--- src/sv/bls_pkg.sv ---
// Shared types and constants for the Bresenham line stepper.
// No dependencies; every other file of the block imports this package.
package bls_pkg;

   localparam int COORD_BITS  = 12;
   localparam int COLOR_BITS  = 32;
   // Decision value needs two bits of growth plus a sign over the coordinates.
   localparam int ERR_BITS    = COORD_BITS + 3;
   localparam int Q_DEPTH     = 2;
   localparam int Q_PTR_BITS  = $clog2(Q_DEPTH);
   localparam int Q_CNT_BITS  = $clog2(Q_DEPTH + 1);

   typedef enum logic {
      OP_LOAD    = 1'b0,
      OP_ADVANCE = 1'b1
   } op_type;

   typedef struct packed {
      op_type                cmd;
      logic [COORD_BITS-1:0] start_x;
      logic [COORD_BITS-1:0] start_y;
      logic [COORD_BITS-1:0] end_x;
      logic [COORD_BITS-1:0] end_y;
      logic [COLOR_BITS-1:0] pixel_color;
   } req_type;

   typedef struct packed {
      logic [COORD_BITS-1:0] pixel_x;
      logic [COORD_BITS-1:0] pixel_y;
      logic [COLOR_BITS-1:0] color_out;
      logic                  last_pixel;
   } rsp_type;

   // Classified request as it sits in the command queue.
   typedef struct packed {
      op_type                op;
      logic [COORD_BITS-1:0] start_x;
      logic [COORD_BITS-1:0] start_y;
      logic [COORD_BITS-1:0] abs_dx;
      logic [COORD_BITS-1:0] abs_dy;
      logic                  x_neg;
      logic                  y_neg;
      logic [COLOR_BITS-1:0] color;
   } cmd_type;

   // Handshake between command queue and stepper.
   typedef struct packed {
      logic valid;
   } cq_status_type;

   typedef struct packed {
      logic pop;
   } cq_ctrl_type;

endpackage

--- src/sv/bls_front.sv ---
// Front end: decodes a request and works out step signs and absolute deltas.
// Depends on bls_pkg.
module bls_front (
   input  bls_pkg::req_type req,
   output bls_pkg::cmd_type cmd
);
   import bls_pkg::*;

   logic [COORD_BITS:0] dx_fwd;
   logic [COORD_BITS:0] dx_rev;
   logic [COORD_BITS:0] dy_fwd;
   logic [COORD_BITS:0] dy_rev;

   // Both directions in parallel; the borrow of the forward one picks the sign.
   assign dx_fwd = {1'b0, req.end_x} - {1'b0, req.start_x};
   assign dx_rev = {1'b0, req.start_x} - {1'b0, req.end_x};
   assign dy_fwd = {1'b0, req.end_y} - {1'b0, req.start_y};
   assign dy_rev = {1'b0, req.start_y} - {1'b0, req.end_y};

   always_comb begin
      cmd.op      = req.cmd;
      cmd.start_x = req.start_x;
      cmd.start_y = req.start_y;
      cmd.x_neg   = dx_fwd[COORD_BITS];
      cmd.y_neg   = dy_fwd[COORD_BITS];
      cmd.abs_dx  = dx_fwd[COORD_BITS] ? dx_rev[COORD_BITS-1:0] : dx_fwd[COORD_BITS-1:0];
      cmd.abs_dy  = dy_fwd[COORD_BITS] ? dy_rev[COORD_BITS-1:0] : dy_fwd[COORD_BITS-1:0];
      cmd.color   = req.pixel_color;
   end

endmodule

--- src/sv/bls_cmd_queue.sv ---
// Short command queue that decouples the front end from the stepper.
// Depends on bls_pkg.
module bls_cmd_queue (
   input  logic                   clock,
   input  logic                   reset,
   input  logic                   push,
   output logic                   full,
   input  bls_pkg::cmd_type       push_data,
   output bls_pkg::cq_status_type status,
   input  bls_pkg::cq_ctrl_type   ctrl,
   output bls_pkg::cmd_type       head
);
   import bls_pkg::*;

   cmd_type               mem_ff [Q_DEPTH];
   logic [Q_PTR_BITS-1:0] wr_ptr_ff, wr_ptr_in;
   logic [Q_PTR_BITS-1:0] rd_ptr_ff, rd_ptr_in;
   logic [Q_CNT_BITS-1:0] cnt_ff, cnt_in;
   logic                  do_push;
   logic                  do_pop;

   assign full         = (cnt_ff == Q_CNT_BITS'(Q_DEPTH));
   assign status.valid = (cnt_ff != '0);
   assign head         = mem_ff[rd_ptr_ff];
   assign do_push      = push && !full;
   assign do_pop       = ctrl.pop && status.valid;

   always_comb begin
      wr_ptr_in = do_push ? wr_ptr_ff + 1'b1 : wr_ptr_ff;
      rd_ptr_in = do_pop  ? rd_ptr_ff + 1'b1 : rd_ptr_ff;
      cnt_in    = cnt_ff + Q_CNT_BITS'(do_push) - Q_CNT_BITS'(do_pop);
   end

   always_ff @(posedge clock) begin
      if (reset) begin
         wr_ptr_ff <= '0;
         rd_ptr_ff <= '0;
         cnt_ff    <= '0;
      end else begin
         wr_ptr_ff <= wr_ptr_in;
         rd_ptr_ff <= rd_ptr_in;
         cnt_ff    <= cnt_in;
      end
   end

   always_ff @(posedge clock) begin
      if (do_push) begin
         mem_ff[wr_ptr_ff] <= push_data;
      end
   end

endmodule

--- src/sv/bls_back.sv ---
// Back end: line setup, per-pixel Bresenham step and the result queue.
// Depends on bls_pkg.
module bls_back (
   input  logic                   clock,
   input  logic                   reset,
   input  bls_pkg::cq_status_type cq_status,
   output bls_pkg::cq_ctrl_type   cq_ctrl,
   input  bls_pkg::cmd_type       cmd,
   output logic                   empty,
   input  logic                   pop,
   output bls_pkg::rsp_type       rsp_data
);
   import bls_pkg::*;

   // Line state.
   logic [COORD_BITS-1:0]      x_ff, x_in;
   logic [COORD_BITS-1:0]      y_ff, y_in;
   logic [COORD_BITS-1:0]      steps_ff, steps_in;
   logic signed [ERR_BITS-1:0] err_ff, err_in;
   logic [COORD_BITS:0]        inc_a_ff, inc_a_in;
   logic signed [ERR_BITS-1:0] inc_b_ff, inc_b_in;
   logic                       x_neg_ff, x_neg_in;
   logic                       y_neg_ff, y_neg_in;
   logic                       y_major_ff, y_major_in;
   logic [COLOR_BITS-1:0]      color_ff, color_in;
   logic                       busy_ff, busy_in;

   // Result queue.
   rsp_type               oq_ff [Q_DEPTH];
   logic [Q_PTR_BITS-1:0] oq_wr_ff, oq_rd_ff;
   logic [Q_CNT_BITS-1:0] oq_cnt_ff, oq_cnt_in;
   logic                  oq_space;
   logic                  oq_pop;

   // Setup terms.
   logic [COORD_BITS:0]        d_yx;
   logic [COORD_BITS:0]        d_xy;
   logic                       ld_y_major;
   logic [COORD_BITS-1:0]      ld_major;
   logic [COORD_BITS-1:0]      ld_minor;
   logic signed [ERR_BITS-1:0] ei_xmaj;
   logic signed [ERR_BITS-1:0] ei_ymaj;

   logic    is_load;
   logic    take;
   logic    emit;
   logic    move_x;
   logic    move_y;
   rsp_type pix;

   assign oq_space = (oq_cnt_ff != Q_CNT_BITS'(Q_DEPTH));
   assign oq_pop   = pop && !empty;
   assign empty    = (oq_cnt_ff == '0);
   assign rsp_data = oq_ff[oq_rd_ff];

   assign is_load = (cmd.op == OP_LOAD);
   // An advance with no active line is dropped without needing result space.
   assign take    = cq_status.valid && (oq_space || (!is_load && !busy_ff));
   assign emit    = take && (is_load || busy_ff);
   assign cq_ctrl.pop = take;

   assign d_yx       = {1'b0, cmd.abs_dy} - {1'b0, cmd.abs_dx};
   assign d_xy       = {1'b0, cmd.abs_dx} - {1'b0, cmd.abs_dy};
   assign ld_y_major = d_xy[COORD_BITS];
   assign ld_major   = ld_y_major ? cmd.abs_dy : cmd.abs_dx;
   assign ld_minor   = ld_y_major ? cmd.abs_dx : cmd.abs_dy;
   assign ei_xmaj    = {2'b00, cmd.abs_dy, 1'b0} - {3'b000, cmd.abs_dx};
   assign ei_ymaj    = {2'b00, cmd.abs_dx, 1'b0} - {3'b000, cmd.abs_dy};

   // Minor axis moves too once the decision value is not negative.
   assign move_x = !err_ff[ERR_BITS-1] || !y_major_ff;
   assign move_y = !err_ff[ERR_BITS-1] || y_major_ff;

   always_comb begin
      x_in       = x_ff;
      y_in       = y_ff;
      steps_in   = steps_ff;
      err_in     = err_ff;
      inc_a_in   = inc_a_ff;
      inc_b_in   = inc_b_ff;
      x_neg_in   = x_neg_ff;
      y_neg_in   = y_neg_ff;
      y_major_in = y_major_ff;
      color_in   = color_ff;
      busy_in    = busy_ff;
      pix        = '0;
      if (take && is_load) begin
         x_in       = cmd.start_x;
         y_in       = cmd.start_y;
         steps_in   = ld_major;
         err_in     = ld_y_major ? ei_ymaj : ei_xmaj;
         inc_a_in   = {ld_minor, 1'b0};
         // 2*(minor - major), always zero or negative
         inc_b_in   = ld_y_major ? {d_xy[COORD_BITS], d_xy, 1'b0}
                                 : {d_yx[COORD_BITS], d_yx, 1'b0};
         x_neg_in   = cmd.x_neg;
         y_neg_in   = cmd.y_neg;
         y_major_in = ld_y_major;
         color_in   = cmd.color;
         busy_in    = (ld_major != '0);
         pix.pixel_x    = cmd.start_x;
         pix.pixel_y    = cmd.start_y;
         pix.color_out  = cmd.color;
         pix.last_pixel = (ld_major == '0);
      end else if (take && busy_ff) begin
         if (move_x) begin
            x_in = x_neg_ff ? x_ff - 1'b1 : x_ff + 1'b1;
         end
         if (move_y) begin
            y_in = y_neg_ff ? y_ff - 1'b1 : y_ff + 1'b1;
         end
         err_in   = err_ff + (err_ff[ERR_BITS-1] ?
                              $signed({{(ERR_BITS-COORD_BITS-1){1'b0}}, inc_a_ff}) :
                              inc_b_ff);
         steps_in = steps_ff - 1'b1;
         busy_in  = (steps_ff != COORD_BITS'(1));
         pix.pixel_x    = x_in;
         pix.pixel_y    = y_in;
         pix.color_out  = color_ff;
         pix.last_pixel = (steps_ff == COORD_BITS'(1));
      end
      oq_cnt_in = oq_cnt_ff + Q_CNT_BITS'(emit) - Q_CNT_BITS'(oq_pop);
   end

   always_ff @(posedge clock) begin
      if (reset) begin
         x_ff       <= '0;
         y_ff       <= '0;
         steps_ff   <= '0;
         err_ff     <= '0;
         inc_a_ff   <= '0;
         inc_b_ff   <= '0;
         x_neg_ff   <= 1'b0;
         y_neg_ff   <= 1'b0;
         y_major_ff <= 1'b0;
         color_ff   <= '0;
         busy_ff    <= 1'b0;
         oq_wr_ff   <= '0;
         oq_rd_ff   <= '0;
         oq_cnt_ff  <= '0;
      end else begin
         x_ff       <= x_in;
         y_ff       <= y_in;
         steps_ff   <= steps_in;
         err_ff     <= err_in;
         inc_a_ff   <= inc_a_in;
         inc_b_ff   <= inc_b_in;
         x_neg_ff   <= x_neg_in;
         y_neg_ff   <= y_neg_in;
         y_major_ff <= y_major_in;
         color_ff   <= color_in;
         busy_ff    <= busy_in;
         oq_cnt_ff  <= oq_cnt_in;
         if (emit) begin
            oq_wr_ff <= oq_wr_ff + 1'b1;
         end
         if (oq_pop) begin
            oq_rd_ff <= oq_rd_ff + 1'b1;
         end
      end
   end

   always_ff @(posedge clock) begin
      if (emit) begin
         oq_ff[oq_wr_ff] <= pix;
      end
   end

   a_busy_has_steps: assert property (@(posedge clock) disable iff (reset)
      busy_ff |-> (steps_ff != '0))
      else $error("active line with no steps left");

   a_last_ends_line: assert property (@(posedge clock) disable iff (reset)
      (emit && pix.last_pixel) |=> !busy_ff)
      else $error("line still active after its endpoint");

   a_oq_bound: assert property (@(posedge clock) disable iff (reset)
      oq_cnt_ff <= Q_CNT_BITS'(Q_DEPTH))
      else $error("result queue overflow");

   a_inc_b_nonpos: assert property (@(posedge clock) disable iff (reset)
      busy_ff |-> (inc_b_ff <= 0))
      else $error("diagonal step term positive");

endmodule

--- src/sv/bresenham_line_stepper.sv ---
// Top level of the Bresenham line stepper: front end, command queue, stepper.
// Depends on bls_pkg, bls_front, bls_cmd_queue and bls_back.
//
//   channel   ports                       direction   accepted when
//   request   push, full, req_data        in          push && !full
//   result    empty, pop, rsp_data        out         pop && !empty
//
// One request per cycle sustained while the result queue has space; a load or
// an advance on an active line is written into the command queue when accepted,
// then the stepper's registered update writes its pixel into the result queue.
// The rate is set by the stepper's error update, one add per pixel.
// Reset is synchronous; it empties both queues and ends any active line.
// A stalled result side fills the two-entry result queue, then the command
// queue, and only then is full raised.
module bresenham_line_stepper (
   input  logic             clock,
   input  logic             reset,
   input  logic             push,
   output logic             full,
   input  bls_pkg::req_type req_data,
   output logic             empty,
   input  logic             pop,
   output bls_pkg::rsp_type rsp_data
);
   import bls_pkg::*;

   cmd_type       front_cmd;
   cmd_type       head_cmd;
   cq_status_type cq_status;
   cq_ctrl_type   cq_ctrl;

   // Classify the request: deltas and step signs, ready for line setup.
   bls_front u_front (
      .req (req_data),
      .cmd (front_cmd)
   );

   // Hold classified requests until the stepper can take them.
   bls_cmd_queue u_cmd_queue (
      .clock     (clock),
      .reset     (reset),
      .push      (push),
      .full      (full),
      .push_data (front_cmd),
      .status    (cq_status),
      .ctrl      (cq_ctrl),
      .head      (head_cmd)
   );

   // Set up lines, advance one pixel per command, queue the pixels.
   bls_back u_back (
      .clock     (clock),
      .reset     (reset),
      .cq_status (cq_status),
      .cq_ctrl   (cq_ctrl),
      .cmd       (head_cmd),
      .empty     (empty),
      .pop       (pop),
      .rsp_data  (rsp_data)
   );

endmodule

--- config.mk ---
export PLATFORM = sky130hd
export DESIGN_NAME = bresenham_line_stepper
export DESIGN_NICKNAME = d
export VERILOG_FILES = /design/src/sv/bls_pkg.sv /design/src/sv/bls_front.sv /design/src/sv/bls_cmd_queue.sv /design/src/sv/bls_back.sv /design/src/sv/bresenham_line_stepper.sv
export SDC_FILE = /design/constraint.sdc
export NUM_CORES = 1
export LEC_CHECK = 0
export BUFFER_PORTS_ARGS = -buffer_cell sky130_fd_sc_hd__buf_2
export CAP_MARGIN = 10
export CORE_MARGIN = 2
export CORE_UTILIZATION = 30
export DETAILED_ROUTE_END_ITERATION = 6
export PLACE_DENSITY_LB_ADDON = 0.2
export SLEW_MARGIN = 10
export SYNTH_ARGS = -nofsm -noshare
export SYNTH_HDL_FRONTEND = slang
export SYNTH_SLANG_ARGS = --single-unit
--- constraint.sdc ---
create_clock -name clock -period 14.6 [get_ports clock]
set_input_delay 2.92 -clock clock [delete_from_list [all_inputs] [get_ports clock]]
set_output_delay 2.92 -clock clock [all_outputs]
set_load 0.05 [all_outputs]
==> key figures <==
Status
  • Status: complete, no violations

Worst setup path
  • Worst R2R Setup Slack: around 8.5 ns
  • WP depth: 14
  • R2R depth: 14
  • Crit path capture type: flop
  • Worst path top cell family by delay: compound AO/OA/AOI/OAI gates
  • Startpoint types: flop
  • Max incr delay on CP: roughly 0.9 ns
  • Crit path cell chain: buf_4 -> mux2_2 -> inv_1 -> ha_1 -> a21oi_1 -> a2111oi_2 -> a2111oi_4 -> buf_4 -> mux2_2 -> a31oi_2 -> o21ai_1 -> a31oi_1 -> xnor2_1 -> a22o_1
  • Worst path slowest cell: a2111oi_4
  • Max Fanout on Critical Path: 76
  • CP bufs+invs: 3
  • Worst EP required: 15.07 ns
  • RR Endpoint: u_back.inc_b_ff[12]$_SDFFE_PP0P_
  • Crit path to: u_back.inc_b_ff[12]$_SDFFE_PP0P_
  • Arr. time, crit path: about 6.6 ns
  • Worst Setup Path Type: reg2reg

Die
  • Die width: approximately 270 µm
  • Total core area: ~70000 µm²
  • Ports: roughly 140
  • Num rows: slightly below 100
  • Initial Util: between 30% and 40%
  • Die footprint: approximately 72000 µm²
  • Die height: 269 µm

STA
  • Relative slew slack: 29.8%
  • Skew final: approximately 0.014 ns
  • Hold_ws: 0.451 ns
  • Ratio of final minimum period to clock period: 41.9%
  • Sum Neg Setup Slack: 0 ns
  • Least-Margin Pin Slew: ~1.0 ns
  • Period minus WS final: between 6 and 7 ns
  • Fmax: around 160 MHz
  • Fin. Hold Viols: 0
  • Max Slew Vio Count: 0
  • Setup violators final: 0
  • RSZ-0062 raised after global routing: no

Drt
  • Vias/cell: 4.84
  • DR pass1 iterations: 5
  • WL per Instance: 18.6 µm
  • Initial drt markers: 992
  • Routed WL: around 56 mm
  • Via count: 14500
  • Drt drc: 0
  • Final ANT Viol Nets: 0

Cells and area
  • Share of layout cells above drive strength 1: about 17%
  • Final Non-Filler Cells: approximately 3000
  • Number of nets in the layout: around 2300
  • Area grow syn2layout: 16.3%

Logic synthesis
  • Primary FF master, synth: edfxtp_1
  • Commonest cells post-synth: edfxtp_1 (280), nor2_1 (199), a21oi_1 (143), ha_1 (131), dfxtp_1 (121)
  • Post-synth EDFFs: 280
  • Leading post-synthesis cells by cell area: edfxtp_1 (40%), dfxtp_1 (11%), ha_1 (7.8%)
  • Sequential share of the synthesized area: 51.3%
  • Post-Syn Instances: approximately 1900
  • Yosys warns: 0
  • Synth Area per Inst: 11.2 µm²
  • Synth top area share: roughly two fifths
  • Mapped cell area: 21100 µm²
  • Synth unique cells: 74
  • #FFs+latches synth: between 400 and 500
  • FFs w/ async S/R, synth: 0%
  • Top cell type by total area after synthesis: edfxtp_1
  • Count leader, synth: edfxtp_1
  • Post-Syn Nets: approximately 2100

Clock tree
  • Clock tree sinks: 401
  • Total CTS buffers: between 40 and 50
  • Post-CTS Repair Setup Buffers: 0
  • Reg clk slew, reported paths: approximately 0.060 ns
  • CTS Buffer Depth: 3
  • CTS Root Cell: clkbuf_16
  • CTS tree: built
  • Clk_lat worst skew: 0.59 ns
  • Gates resized, CTS repair: 0
  • Cts hold-fix bufs: 0
  • H-tree depth: 2

Global route
  • Total grt overflow: 0
  • GRT Max-Usage Layer: met2
  • Met2 Use GR: between 20% and 30%
  • GR Util All Layers: between 10% and 20%
  • M1 GR Usage: 22.0%
  • First-pass GRT wire length: around 86 mm
  • Global-route met3 utilization: a little under 2%
  • Initial antenna violation count: 7
  • Largest net degree at the start of global routing: 77
  • Vias in the first global route: 14500

Hold path
  • Hold crit path type: reg2reg

Place
  • GP Congestion: slightly below 0.9
  • I/O Buffers: 143
  • Cell count after placement: 2915
  • Dpl hpwl: 39.2 mm

Power and ir drop
  • VDD IR max: 0.116 mV
  • P per Cell Area: around 230 nW/µm²
  • Design Power: around 5.6 mW
  • P_leak: ~9.9 nW

Run
  • Max-cap violations: 0
[layer usage]
metal  vias to the layer above  part of all wire [%]
li1                       7150                     -
met1                      6992                    49
met2                       306                    45
met3                        83                   3.9
met4                         2                   2.3
met5                         -                 0.014
[area by class of cell]
| cell class | instances | area (µm²) |
|---|---|---|
| timing repair buffer | 173 | 943 |
| clock inverter | 24 | 373 |
| fill | 6992 | 45300 |
| sequential | 401 | 10800 |
| inverter | 108 | 405 |
| clock buffer | 62 | 1250 |
| tap | 940 | 1180 |
| antenna | 3 | 7.51 |
| multi-input combinational | 1293 | 9540 |
[sequential cells by signal, indices dropped and copies added, names as in the netlist, named ones only]
signal / flops
u_back.x_ff: 12
u_cmd_queue.wr_ptr_ff: 1
u_cmd_queue.rd_ptr_ff: 1
u_cmd_queue.mem_ff: 166
u_back.inc_a_ff: 12
u_cmd_queue.cnt_ff: 2
u_back.y_neg_ff: 1
u_back.oq_rd_ff: 1
u_back.y_major_ff: 1
u_back.steps_ff: 12
u_back.inc_b_ff: 13
u_back.busy_ff: 1
u_back.color_ff: 32
u_back.y_ff: 12
u_back.oq_cnt_ff: 2
u_back.x_neg_ff: 1
u_back.oq_ff: 114
u_back.err_ff: 14
u_back.oq_wr_ff: 1
[cell usage in the layout (no fill, tap or decap), types with 5 or more instances in the layout]
cell        Yosys  routed
nand3_1        11      11
nand2_1       100      99
nand4_1         6       6
o21bai_1        9       9
mux2i_1       107     107
clkinvlp_4      0       5
nor3_1         29      29
bufinv_16       0       8
or3_1           9       9
inv_1         108     108
nor4_1          7       7
xnor2_1        57      57
a21o_1         63      63
a31oi_1        16      16
a21oi_1       143     143
nor2b_1        18      18
clkbuf_16       0      46
nor3b_1         5       5
o21ai_0        54      54
nor2_1        199     195
ha_1          131     131
mux2_2         84      84
a211oi_1       49      49
o21a_1          5       5
clkbuf_1       61      12
o211ai_1       19      19
nand3b_1        6       6
dfxtp_1       121     119
o22ai_1        18      18
buf_4           0      31
fa_1           11      11
xor2_1         39      39
buf_2          13     142
nand2b_1       11      11
edfxtp_1      280     280
and3_1         13      12
[stage by stage]
stage / util [%] / worst slack, ns / cell area, µm²
5_1_grt: 35.2 / 8.06 / 24500
4_1_cts: 35.1 / 8.51 / 24500
6_report: 35.2 / 8.49 / 24500
2_1_floorplan: - / 7.61 / 21100
3_5_place_dp: 32.8 / 8.38 / 22900
3_3_place_gp: 32.8 / 8.43 / 22900
[cell families (layout without fill, tap and decap cells)]
kind of cell	count (synthesis)	count (layout)	synth area share [%]
compound gates	439	439	13.8
xor+xnor	96	96	3.99
other cells	0	3	0
buf+inv	193	367	3.58
flops	401	401	51.3
mux	192	192	9.63
fa+ha+maj	142	142	8.81
simple gates	424	424	8.89
[tightest hold or removal path, stage by stage (launching register included)]
cell and delay (ns):
dfxtp_1 0.30, nand2_1 0.05, a21oi_1 0.05
[worst min-delay path by stage]
stage | start | end | slack, ns | depth (start not counted)
floorplan | u_back.inc_a_ff[10]$_SDFFE_PP0P_ | u_back.inc_a_ff[10]$_SDFFE_PP0P_ | 0.43 | 2
global placement | u_back.inc_a_ff[10]$_SDFFE_PP0P_ | u_back.inc_a_ff[10]$_SDFFE_PP0P_ | 0.44 | 2
detailed placement | u_back.inc_a_ff[5]$_SDFFE_PP0P_ | u_back.inc_a_ff[5]$_SDFFE_PP0P_ | 0.44 | 2
CTS | u_back.inc_a_ff[4]$_SDFFE_PP0P_ | u_back.inc_a_ff[4]$_SDFFE_PP0P_ | 0.45 | 2
global route | u_back.inc_a_ff[8]$_SDFFE_PP0P_ | u_back.inc_a_ff[8]$_SDFFE_PP0P_ | 0.48 | 2
finish | u_back.inc_a_ff[5]$_SDFFE_PP0P_ | u_back.inc_a_ff[5]$_SDFFE_PP0P_ | 0.45 | 2
[where the power goes]
part           internal (mW)  total [mW]  switching (mW)
Clock                  0.750        1.23           0.482
Sequential              1.58        1.73           0.144
Combinational          0.916        2.63            1.71
Power figures use the tool's default switching activity.
